`config.mk`:
```
export PLATFORM = sky130hd
export DESIGN_NAME = bank_conflict_counter
export DESIGN_NICKNAME = d
export VERILOG_FILES = /design/src/rtl/core/bcc_pkg.sv /design/src/rtl/core/bank_conflict_counter.sv
export SDC_FILE = /design/constraint.sdc
export NUM_CORES = 1
export LEC_CHECK = 0
export ABC_AREA = 0
export BUFFER_PORTS_ARGS = -buffer_cell sky130_fd_sc_hd__buf_2
export CAP_MARGIN = 20
export CORE_MARGIN = 2
export CORE_UTILIZATION = 35
export DETAILED_ROUTE_END_ITERATION = 7
export GPL_TIMING_DRIVEN = 0
export SYNTH_ARGS = -nofsm -noshare
export SYNTH_HDL_FRONTEND = slang
export SYNTH_SLANG_ARGS = --single-unit
```
`constraint.sdc`:
```
create_clock -name aclk -period 6.4 [get_ports aclk]
set_input_delay 0.96 -clock aclk [delete_from_list [all_inputs] [get_ports aclk]]
set_output_delay 0.96 -clock aclk [all_outputs]
set_load 0.005 [all_outputs]
```
`src/rtl/core/bcc_pkg.sv`:
```
// Package for the bank conflict counter: field widths, register indexes
// and parameter defaults. No dependencies.
package bcc_pkg;

    // Parameter defaults for the top level.
    localparam int DEF_BANKS         = 32;
    localparam int DEF_COUNT_WIDTH   = 8;
    localparam int DEF_ADDRESS_WIDTH = 32;

    // Request and result field widths.
    localparam int ADDR_FIELD_W  = 32;
    localparam int BANK_IDX_W    = 5;
    localparam int USES_W        = 8;
    localparam int WORST_W       = 8;
    localparam int M_TDATA_RAW_W = BANK_IDX_W + USES_W + WORST_W;
    localparam int M_TDATA_W     = ((M_TDATA_RAW_W + 7) / 8) * 8;

    // Configuration port and registers.
    localparam int CFG_INDEX_W  = 4;
    localparam int CFG_DATA_W   = 16;
    localparam int BANK_COUNT_W = 6;
    localparam int UNIT_W       = 16;
    // Wide enough for both the bank count register and the largest bank parameter.
    localparam int CLAMP_W      = 7;

    localparam logic [CFG_INDEX_W-1:0] REG_BANK_COUNT = CFG_INDEX_W'(0);
    localparam logic [CFG_INDEX_W-1:0] REG_UNIT       = CFG_INDEX_W'(1);

    localparam logic [BANK_COUNT_W-1:0] BANK_COUNT_RST = BANK_COUNT_W'(32);
    localparam logic [UNIT_W-1:0]       UNIT_RST       = UNIT_W'(1);

endpackage

```
`src/rtl/core/bank_conflict_counter.sv`:
```
// Top level of the bank conflict counter: divider, bank count memory,
// result register and configuration registers. Depends on bcc_pkg.
//
// Usage:
//   Each request on the s_ channel carries one element address (s_tdata),
//   an address-valid flag (s_tuser) and a group-end mark (s_tlast). The
//   block computes bank = (address / elements_per_bank_unit) mod bank_count,
//   raises that bank's count (saturating) and tracks the group maximum.
//   Each request gives one result on the m_ channel; m_tlast repeats the
//   group-end mark, after which all counts and the maximum clear. The cfg_
//   channel writes bank_count (index 0) and elements_per_bank_unit (index 1),
//   ignores other indexes and is always ready.
// Sequence:
//   With DW = min(ADDRESS_WIDTH, 32), a counted request passes through an
//   accept step, DW radix-2 divider steps (folding each quotient bit modulo
//   the bank count), one count memory read and one update. A skipped request
//   goes from accept straight to the update. A new request is taken only
//   after the previous one has left the update step.
// Reset and stall:
//   aresetn (synchronous, active low) clears all counts and the maximum at
//   once and restores the register defaults. A stalled result waits in the
//   output register; the next request is still accepted and computed, then
//   holds in its final step, with s_tready low, until the register frees up.
module bank_conflict_counter #(
    parameter int BANKS         = bcc_pkg::DEF_BANKS,
    parameter int COUNT_WIDTH   = bcc_pkg::DEF_COUNT_WIDTH,
    parameter int ADDRESS_WIDTH = bcc_pkg::DEF_ADDRESS_WIDTH
) (
    input  logic                             aclk,
    input  logic                             aresetn,
    // Request channel.
    input  logic                             s_tvalid,
    output logic                             s_tready,
    input  logic [bcc_pkg::ADDR_FIELD_W-1:0] s_tdata,  // [31:0] address
    input  logic                             s_tuser,  // [0] address_valid
    input  logic                             s_tlast,  // group_end
    // Result channel.
    output logic                             m_tvalid,
    input  logic                             m_tready,
    // [4:0] bank_index, [12:5] bank_uses, [20:13] worst_conflict, rest zero
    output logic [bcc_pkg::M_TDATA_W-1:0]    m_tdata,
    output logic                             m_tuser,  // [0] counted
    output logic                             m_tlast,  // report_last
    // Configuration write channel.
    input  logic                             cfg_valid,
    output logic                             cfg_ready,
    input  logic [bcc_pkg::CFG_INDEX_W-1:0]  cfg_index,
    input  logic [bcc_pkg::CFG_DATA_W-1:0]   cfg_data
);
    import bcc_pkg::*;

    localparam int DW    = (ADDRESS_WIDTH < ADDR_FIELD_W) ? ADDRESS_WIDTH : ADDR_FIELD_W;
    localparam int STEPW = $clog2(DW + 1);
    localparam int BIW   = (BANKS > 1) ? $clog2(BANKS) : 1;
    localparam int BCW   = $clog2(BANKS + 1);
    localparam int CW    = COUNT_WIDTH;

    typedef enum logic [1:0] {
        ST_IDLE,
        ST_DIVIDE,
        ST_READ,
        ST_UPDATE
    } state_t;

    state_t                  state_reg;
    logic [BANK_COUNT_W-1:0] bank_count_reg;
    logic [UNIT_W-1:0]       unit_reg;

    logic [DW-1:0]           shift_reg;
    logic [UNIT_W-1:0]       rem_reg;
    logic [BIW-1:0]          bank_reg;
    logic [BCW-1:0]          banks_reg;
    logic [UNIT_W-1:0]       div_reg;
    logic [STEPW-1:0]        step_reg;
    logic                    counted_reg;
    logic                    last_reg;

    logic [BANKS-1:0]        entry_vld_reg;
    logic [CW-1:0]           max_reg;
    logic [CW-1:0]           cnt_mem [BANKS];
    logic [CW-1:0]           cnt_rd_reg;

    logic                    out_vld_reg;
    logic [M_TDATA_W-1:0]    out_data_reg;
    logic [M_TDATA_W-1:0]    out_data_next;
    logic                    out_user_reg;
    logic                    out_last_reg;

    logic [CLAMP_W-1:0]      bc_ext;
    logic [CLAMP_W-1:0]      banks_clamp;
    logic [UNIT_W-1:0]       unit_eff;

    logic [UNIT_W:0]         rem_shift;
    logic                    q_bit;
    logic [UNIT_W-1:0]       rem_next;
    logic [BIW:0]            mod_shift;
    logic [BIW:0]            banks_ext;
    logic [BIW-1:0]          bank_next;

    logic [CW-1:0]           cnt_cur;
    logic [CW-1:0]           cnt_new;
    logic [CW-1:0]           max_new;
    logic                    out_free;
    logic                    out_load;
    logic                    in_fire;

    assign s_tready  = (state_reg == ST_IDLE);
    assign in_fire   = s_tvalid && s_tready;
    assign cfg_ready = 1'b1;
    assign out_free  = !out_vld_reg || m_tready;
    assign out_load  = (state_reg == ST_UPDATE) && out_free;

    assign m_tvalid = out_vld_reg;
    assign m_tdata  = out_data_reg;
    assign m_tuser  = out_user_reg;
    assign m_tlast  = out_last_reg;

    // Register values out of range are pulled into range when a request starts.
    always_comb begin
        bc_ext = CLAMP_W'(bank_count_reg);
        if (bc_ext == '0) begin
            banks_clamp = CLAMP_W'(1);
        end else if (bc_ext > CLAMP_W'(BANKS)) begin
            banks_clamp = CLAMP_W'(BANKS);
        end else begin
            banks_clamp = bc_ext;
        end
        unit_eff = (unit_reg == '0) ? UNIT_W'(1) : unit_reg;
    end

    // One restoring division step. Each quotient bit, which arrives MSB
    // first, is folded straight into the running remainder modulo the bank
    // count, so the quotient itself is never stored.
    always_comb begin
        rem_shift = {rem_reg, shift_reg[DW-1]};
        q_bit     = (rem_shift >= {1'b0, div_reg});
        rem_next  = q_bit ? UNIT_W'(rem_shift - {1'b0, div_reg}) : UNIT_W'(rem_shift);
        mod_shift = {bank_reg, q_bit};
        banks_ext = (BIW + 1)'(banks_reg);
        bank_next = (mod_shift >= banks_ext) ? BIW'(mod_shift - banks_ext) : BIW'(mod_shift);
    end

    // Count update from the registered memory read; an entry cleared since
    // its last write reads as zero.
    always_comb begin
        cnt_cur = entry_vld_reg[bank_reg] ? cnt_rd_reg : '0;
        cnt_new = (cnt_cur == {CW{1'b1}}) ? cnt_cur : CW'(cnt_cur + 1'b1);
        max_new = (cnt_new > max_reg) ? cnt_new : max_reg;
    end

    always_comb begin
        out_data_next = '0;
        if (counted_reg) begin
            out_data_next[BANK_IDX_W-1:0]                  = BANK_IDX_W'(bank_reg);
            out_data_next[BANK_IDX_W +: USES_W]            = USES_W'(cnt_new);
            out_data_next[BANK_IDX_W + USES_W +: WORST_W]  = WORST_W'(max_new);
        end else begin
            out_data_next[BANK_IDX_W + USES_W +: WORST_W]  = WORST_W'(max_reg);
        end
    end

    // Bank count memory: one write port, one registered read port.
    always_ff @(posedge aclk) begin
        if (state_reg == ST_UPDATE && out_free && counted_reg) begin
            cnt_mem[bank_reg] <= cnt_new;
        end
        cnt_rd_reg <= cnt_mem[bank_reg];
    end

    always_ff @(posedge aclk) begin
        if (!aresetn) begin
            state_reg      <= ST_IDLE;
            bank_count_reg <= BANK_COUNT_RST;
            unit_reg       <= UNIT_RST;
            entry_vld_reg  <= '0;
            max_reg        <= '0;
            out_vld_reg    <= 1'b0;
        end else begin
            if (cfg_valid && cfg_ready) begin
                unique case (cfg_index)
                    REG_BANK_COUNT: bank_count_reg <= cfg_data[BANK_COUNT_W-1:0];
                    REG_UNIT:       unit_reg       <= cfg_data[UNIT_W-1:0];
                    default: ;
                endcase
            end

            if (m_tready && !out_load) begin
                out_vld_reg <= 1'b0;
            end

            unique case (state_reg)
                ST_IDLE: begin
                    if (in_fire) begin
                        shift_reg   <= s_tdata[DW-1:0];
                        rem_reg     <= '0;
                        bank_reg    <= '0;
                        banks_reg   <= BCW'(banks_clamp);
                        div_reg     <= unit_eff;
                        step_reg    <= STEPW'(DW);
                        counted_reg <= s_tuser;
                        last_reg    <= s_tlast;
                        state_reg   <= s_tuser ? ST_DIVIDE : ST_UPDATE;
                    end
                end
                ST_DIVIDE: begin
                    shift_reg <= shift_reg << 1;
                    rem_reg   <= rem_next;
                    bank_reg  <= bank_next;
                    step_reg  <= step_reg - 1'b1;
                    if (step_reg == STEPW'(1)) begin
                        state_reg <= ST_READ;
                    end
                end
                ST_READ: begin
                    // The memory read at the final bank is registered in this state.
                    state_reg <= ST_UPDATE;
                end
                ST_UPDATE: begin
                    if (out_free) begin
                        out_vld_reg  <= 1'b1;
                        out_user_reg <= counted_reg;
                        out_last_reg <= last_reg;
                        out_data_reg <= out_data_next;
                        if (last_reg) begin
                            entry_vld_reg <= '0;
                            max_reg       <= '0;
                        end else if (counted_reg) begin
                            entry_vld_reg[bank_reg] <= 1'b1;
                            max_reg                 <= max_new;
                        end
                        state_reg <= ST_IDLE;
                    end
                end
                default: state_reg <= ST_IDLE;
            endcase
        end
    end

endmodule
```
==> results of run 1 <==
## synth_stat cells, drive strengths merged (10+ instances only)
library cell and n:
mux2i 46, dfxtp 73, nand4 17, nand2 43, nor2b 20, a211oi 12, a21oi 56, inv 51
nand3 22, a22oi 32, nand2b 14, nor3 14, buf 33, ha 37, mux4 64, mux2 37
clkbuf 40, edfxtp 362, o21ai 24, nor2 130, and2 10
## power groups by stage
stage,combinational [mW],sequential (mW),clock (mW)
after floorplan,1.35,3.67,0
after global placement,1.92,3.71,0
after detailed placement,2.03,3.69,0
after CTS,2.04,3.64,2.68
after global routing,2.26,3.65,2.80
final,2.07,3.63,2.64
## how the worst min path moves through the flow
stage	start	to	depth (start not counted)
2_1_floorplan	entry_vld_reg[0]	entry_vld_reg[0]	2
3_3_place_gp	entry_vld_reg[7]	entry_vld_reg[7]	2
3_5_place_dp	entry_vld_reg[11]	entry_vld_reg[11]	2
4_1_cts	entry_vld_reg[11]	entry_vld_reg[11]	2
5_1_grt	entry_vld_reg[22]	entry_vld_reg[22]	2
6_report	entry_vld_reg[11]	entry_vld_reg[11]	2
## worst max-delay path: stages, from the launching register on
cell and delay [ns]:
edfxtp_1 0.44, buf_2 0.24, or2_2 0.32, o221ai_1 0.25, o211ai_2 0.15, o2111a_1 0.25
buf_2 0.24, nor2b_1 0.14, ha_1 0.19, and3_1 0.19, and2_1 0.19, nand4_1 0.20
and2_1 0.24, nor2_4 0.75, ha_1 0.39, o21ai_0 0.08, a21oi_1 0.06, o21bai_1 0.12
a21o_1 0.21, clkbuf_1 0.40, mux2_2 0.39
## metal layers
layer | part of all wire | wire, microns
met1 | 0.45 | 19410
met2 | 0.46 | 19900
met3 | 0.054 | 2314
met4 | 0.027 | 1174
met5 | 0 | 0
## area by class of cell
class	count	area [sq um]	share of cell area
Clock inverter	16	183.9	0.008626
Timing Repair Buffer	91	570.5	0.02676
Tap cell	680	850.8	0.03990
Inverter	51	191.4	0.008978
Multi-Input combinational cell	670	5529	0.2593
Clock buffer	69	1324	0.06209
Buffer	73	340.3	0.01596
Sequential cell	435	12330	0.5784
## per-stage QoR
| step | cells | hold WS (ns) | instance area, sq um | power [mW] |
|---|---|---|---|---|
| 5_1_grt | 2085 | 0.4936 | 21320 | 8.708 |
| 3_3_place_gp | 1992 | 0.4472 | 19630 | 5.634 |
| 4_1_cts | 2083 | 0.4691 | 21290 | 8.360 |
| 3_5_place_dp | 1998 | 0.4540 | 19780 | 5.725 |
| 2_1_floorplan | 1229 | 0.4361 | 18370 | 5.014 |
| 6_report | 2085 | 0.4663 | 21320 | 8.334 |
## cell families after synthesis
logic type               Yosys count  synth area share
flip-flops                       435            0.6717
adder cells (fa/ha/maj)           39           0.02740
AND/OR/NAND/NOR                  293           0.07551
XOR/XNOR                          14          0.006679
buffers and inverters            124           0.02896
multiplexers                     147            0.1265
AO/OA/AOI/OAI                    173           0.06290
other                              2         0.0004090
==> results.cfg, run 1 <==
[timing]
fmax_mhz = 175.3
rsz0062_at_grt = false
setup_tns_ns = 0
finalWorstSetupSlack_ns = 0.6956
slew_violations = 0
slew_headroom = 0.2605
fin_worst_skew_ns = 0.04553
min_period_ns = 5.704
hold_viol = 0
worst_pin_slew_ns = 1.101
min_period_over_period = 0.8913
finalSetupViolations = 0

[clock_tree]
cts_resized = 0
cts_hold_buf = 0
clkLatencyLatePin_ns = 0.59
post_cts_buffers = 0
h-tree-depth = 2
root_buffer = clkbuf_16
cts_tree = done
cts.sinks = 435
ctsLongestPathBuffers = 3
cts_buffers = 47
cts.reportedPaths.clkPinSlew_ns = 0.06

[final_layout]
layout_common_cells = edfxtp_1, nor2_1, buf_2, dfxtp_1, mux4_2
final_util = 0.4131
n_antenna_cell = 0
final_common_cell = edfxtp_1
drive_above_1_share = 0.2164
fillers = 4682
nNetsFinal = 1467
syn_to_final_growth_pct = 16.13
largest_reg_flops = 256

[synth]
synthesis.area_sq_mm = 0.01836
ys_ff_latch = 435
synth_top_area_frac = 0.5921
synth_area_leaders = edfxtp_1, dfxtp_1, mux4_2
synth_largest_area_cell = edfxtp_1
ys_types = 68
synth_edf_count = 362
synth_warnings = 0
seq_area_frac_synth = 0.6717
synth_ff_type = edfxtp_1
synth_cells = 1227
synthArstFlopShare = 0
synth.avg_cell_area_sq_um = 14.96

[critical_path]
required_ns = 6.74
r2r-start = bank_reg[2]
endpoint_kind = flop
cp.arrival_ns = 6.04
crit_type = flop to flop
cp_max_fo = 35
worstSetupStartpointType = flop
rrSetupSlack_ns = 0.70
r2r-end = m_tdata[15]
reg2reg_depth = 20
cp-startpoint = bank_reg[2]
worstSetupEndpoint = m_tdata[15]

[floorplanning]
die_w_microns = 233.0
die_area_sq_mm = 0.05431
core_area_sq_mm = 0.05161
fp-row-count = 83
ios = 88
die_y_microns = 233.0
initial_utilization = 0.3557

[pwr]
comb_power_share = 0.248
clkPwrFrac = 0.316
p_seq_frac = 0.436
p_int_mw = 5.827
p_sw_frac = 0.3008
p_sw_mw = 2.507
vdd_ir_drop_max_uv = 221.2
power_density_mw_per_mm2 = 390.9
p_leak_nw = 7.400

[run]
timing.max_cap.violations = 0

[routing]
num_vias = 10760
viasPerCell = 5.163
drt_wl_total_microns = 42800
routedWlPerCell_microns = 20.53
drc_errors = 0
dr.pass1.iters = 5
postRouteAntennaNets = 0
drt_iter0_markers = 925

[global_routing]
grt_pass1_vias = 10860
grt_pass1_wl_microns = 65850
grt_util_met1 = 0.2216
antenna_found_initial = 0
grt_use_met2 = 0.2593
grt-ovfl-total = 0
use_met3 = 0.02341
grt_max_degree = 37
track_usage = 0.1607
grt_most_used_layer = met2

[outcome]
status = complete, no violations

[placement]
dp_slack_ns = 0.3873
dp_hpwl_microns = 28910
place.gp.congestion = 0.8444
port_buffers = 83

[min_path]
min_path_type = flop to flop
(Power assumes the default switching activity.)
==> run 2: changes to the inputs <==
--- a/config.mk
+++ b/config.mk
@@ -8,7 +8,6 @@
 export ABC_AREA = 0
 export BUFFER_PORTS_ARGS = -buffer_cell sky130_fd_sc_hd__buf_2
 export CAP_MARGIN = 20
-export CORE_MARGIN = 2
 export CORE_UTILIZATION = 35
 export DETAILED_ROUTE_END_ITERATION = 7
 export GPL_TIMING_DRIVEN = 0
==> results.cfg, run 2 (synthesis gave the netlist of run 1 again) <==
[routing]
dr.pass1.iters = 6
routedWlPerCell_microns = 20.51
drt_wl_total_microns = 42720
postRouteAntennaNets = 0
drc_errors = 0
drt_iter0_markers = 1100
viasPerCell = 5.180
num_vias = 10790

[timing]
setup_tns_ns = 0
fmax_mhz = 173.5
worst_pin_slew_ns = 1.039
min_period_ns = 5.765
hold_viol = 0
slew_violations = 0
slew_headroom = 0.3074
rsz0062_at_grt = false
finalWorstSetupSlack_ns = 0.6354
hold_ws_ns = 0.4669
finalSetupViolations = 0
min_period_over_period = 0.9007
fin_worst_skew_ns = 0.03539

[critical_path]
required_ns = 6.72
crit_type = flop to flop
endpoint_kind = flop
worstSetupStartpointType = flop
cp.arrival_ns = 6.08
cp_max_fo = 14

[final_layout]
final_common_cell = edfxtp_1
layout.cells.non_filler = 2083
multi_input_comb_area_sq_mm = 0.005534
syn_to_final_growth_pct = 15.39
drive_above_1_share = 0.2088
final_util = 0.4105
n_antenna_cell = 0
nNetsFinal = 1466
layout_common_cells = edfxtp_1, nor2_1, buf_2, dfxtp_1, mux4_2
fillers = 4702
final_area_sq_mm = 0.02119
largest_reg_flops = 256
seq_area_sq_mm = 0.01233

[floorplanning]
die_area_sq_mm = 0.05338
initial_utilization = 0.3557
ios = 88
die_y_microns = 231.0
die_w_microns = 231.0
core_area_sq_mm = 0.05161
fp-row-count = 83

[pwr]
power_mw = 8.160
vdd_ir_drop_max_uv = 177.4
p_int_mw = 5.677
p_leak_nw = 7.339
p_seq_frac = 0.445
comb_power_share = 0.255
p_sw_frac = 0.3043
p_sw_mw = 2.483
power_density_mw_per_mm2 = 385.1
clkPwrFrac = 0.300

[placement]
numPlacedInstances = 1999
place.gp.congestion = 0.8448
dpl_cell_area_sq_mm = 0.01981
dp_hpwl_microns = 29180
dp_slack_ns = 0.5615
port_buffers = 83

[clock_tree]
clkLatencyLatePin_ns = 0.59
ctsLongestPathBuffers = 3
cts.sinks = 435
root_buffer = clkbuf_16
cts_tree = done
cts.reportedPaths.clkPinSlew_ns = 0.06
cts_buffers = 45
h-tree-depth = 2

[run]
timing.max_cap.violations = 0

[global_routing]
grt_pass1_vias = 10810
track_usage = 0.1626
grt_pass1_wl_microns = 65700
antenna_found_initial = 1
grt-ovfl-total = 0
grt_max_degree = 37

[outcome]
status = complete, no violations

[min_path]
min_path_type = flop to flop
-- run 2: cell count changes in the layout (fill, tap and decap cells not counted), moves of 2 or more --
cell        delta
clkinv_1      +10
clkinv_2       -3
clkinvlp_4     -2
bufinv_16      -2
clkbuf_8       -2
clkbuf_4       -2
-- run 2: layout make-up --
cell class	count	share of cell area
flip-flops and latches	435	0.5821
clock buffers	65	0.05965
clock inverters	17	0.004784
plain buffers	73	0.01606
multi-input cells	670	0.2612
inverters	51	0.009036
repair buffers	92	0.02705
well taps	680	0.04016
-- run 2: power by group through the flow --
stage,Sequential (mW),Combinational [mW],Clock [mW]
after CTS,3.63,2.08,2.50
after global routing,3.65,2.27,2.60
after global placement,3.71,1.93,0
after detailed placement,3.69,2.07,0
final,3.63,2.08,2.45
after floorplan,3.67,1.35,0
-- run 2: worst paths after layout --
check	slack [ns]	endpoint	cells after the start	from
worst max-delay path	0.64	m_tdata[16]	21	bank_reg[2]
worst min-delay path	0.47	entry_vld_reg[25]	2	entry_vld_reg[25]
worst max register to register	0.64	m_tdata[16]	21	bank_reg[2]
worst min register to register	0.47	entry_vld_reg[25]	2	entry_vld_reg[25]
-- run 2: routing by layer --
metal / global-route usage / vias up / wire (microns)
met5: 0 / - / 0
met4: 0.04574 / 0 / 848
met3: 0.02165 / 66 / 2484
met2: 0.2591 / 364 / 19780
met1: 0.2322 / 5399 / 19610
li1: - / 4960 / -
-- run 2: worst max-delay path, cell delays in order, from the launching register on --
cell and delay, ns:
edfxtp_1 0.45, buf_2 0.25, or2_2 0.31, o221ai_1 0.24
o211ai_2 0.14, o2111a_1 0.23, buf_2 0.24, nor2b_1 0.15
ha_1 0.21, and3_1 0.20, and2_1 0.18, nand4_1 0.20
nor2_1 0.18, mux2i_1 0.42, inv_1 0.42, ha_1 0.42
nand2b_1 0.08, a21oi_1 0.06, o21bai_1 0.12, a21o_1 0.20
clkbuf_1 0.39, mux2_2 0.39
-- run 2: what timing repair did --
| item | in CTS | in global routing |
|---|---|---|
| hold buffers | 0 | 0 |
| setup endpoints to repair | 0 | 3 |
| buffers inserted | 0 | 0 |
| gates resized for setup | 0 | 1 |
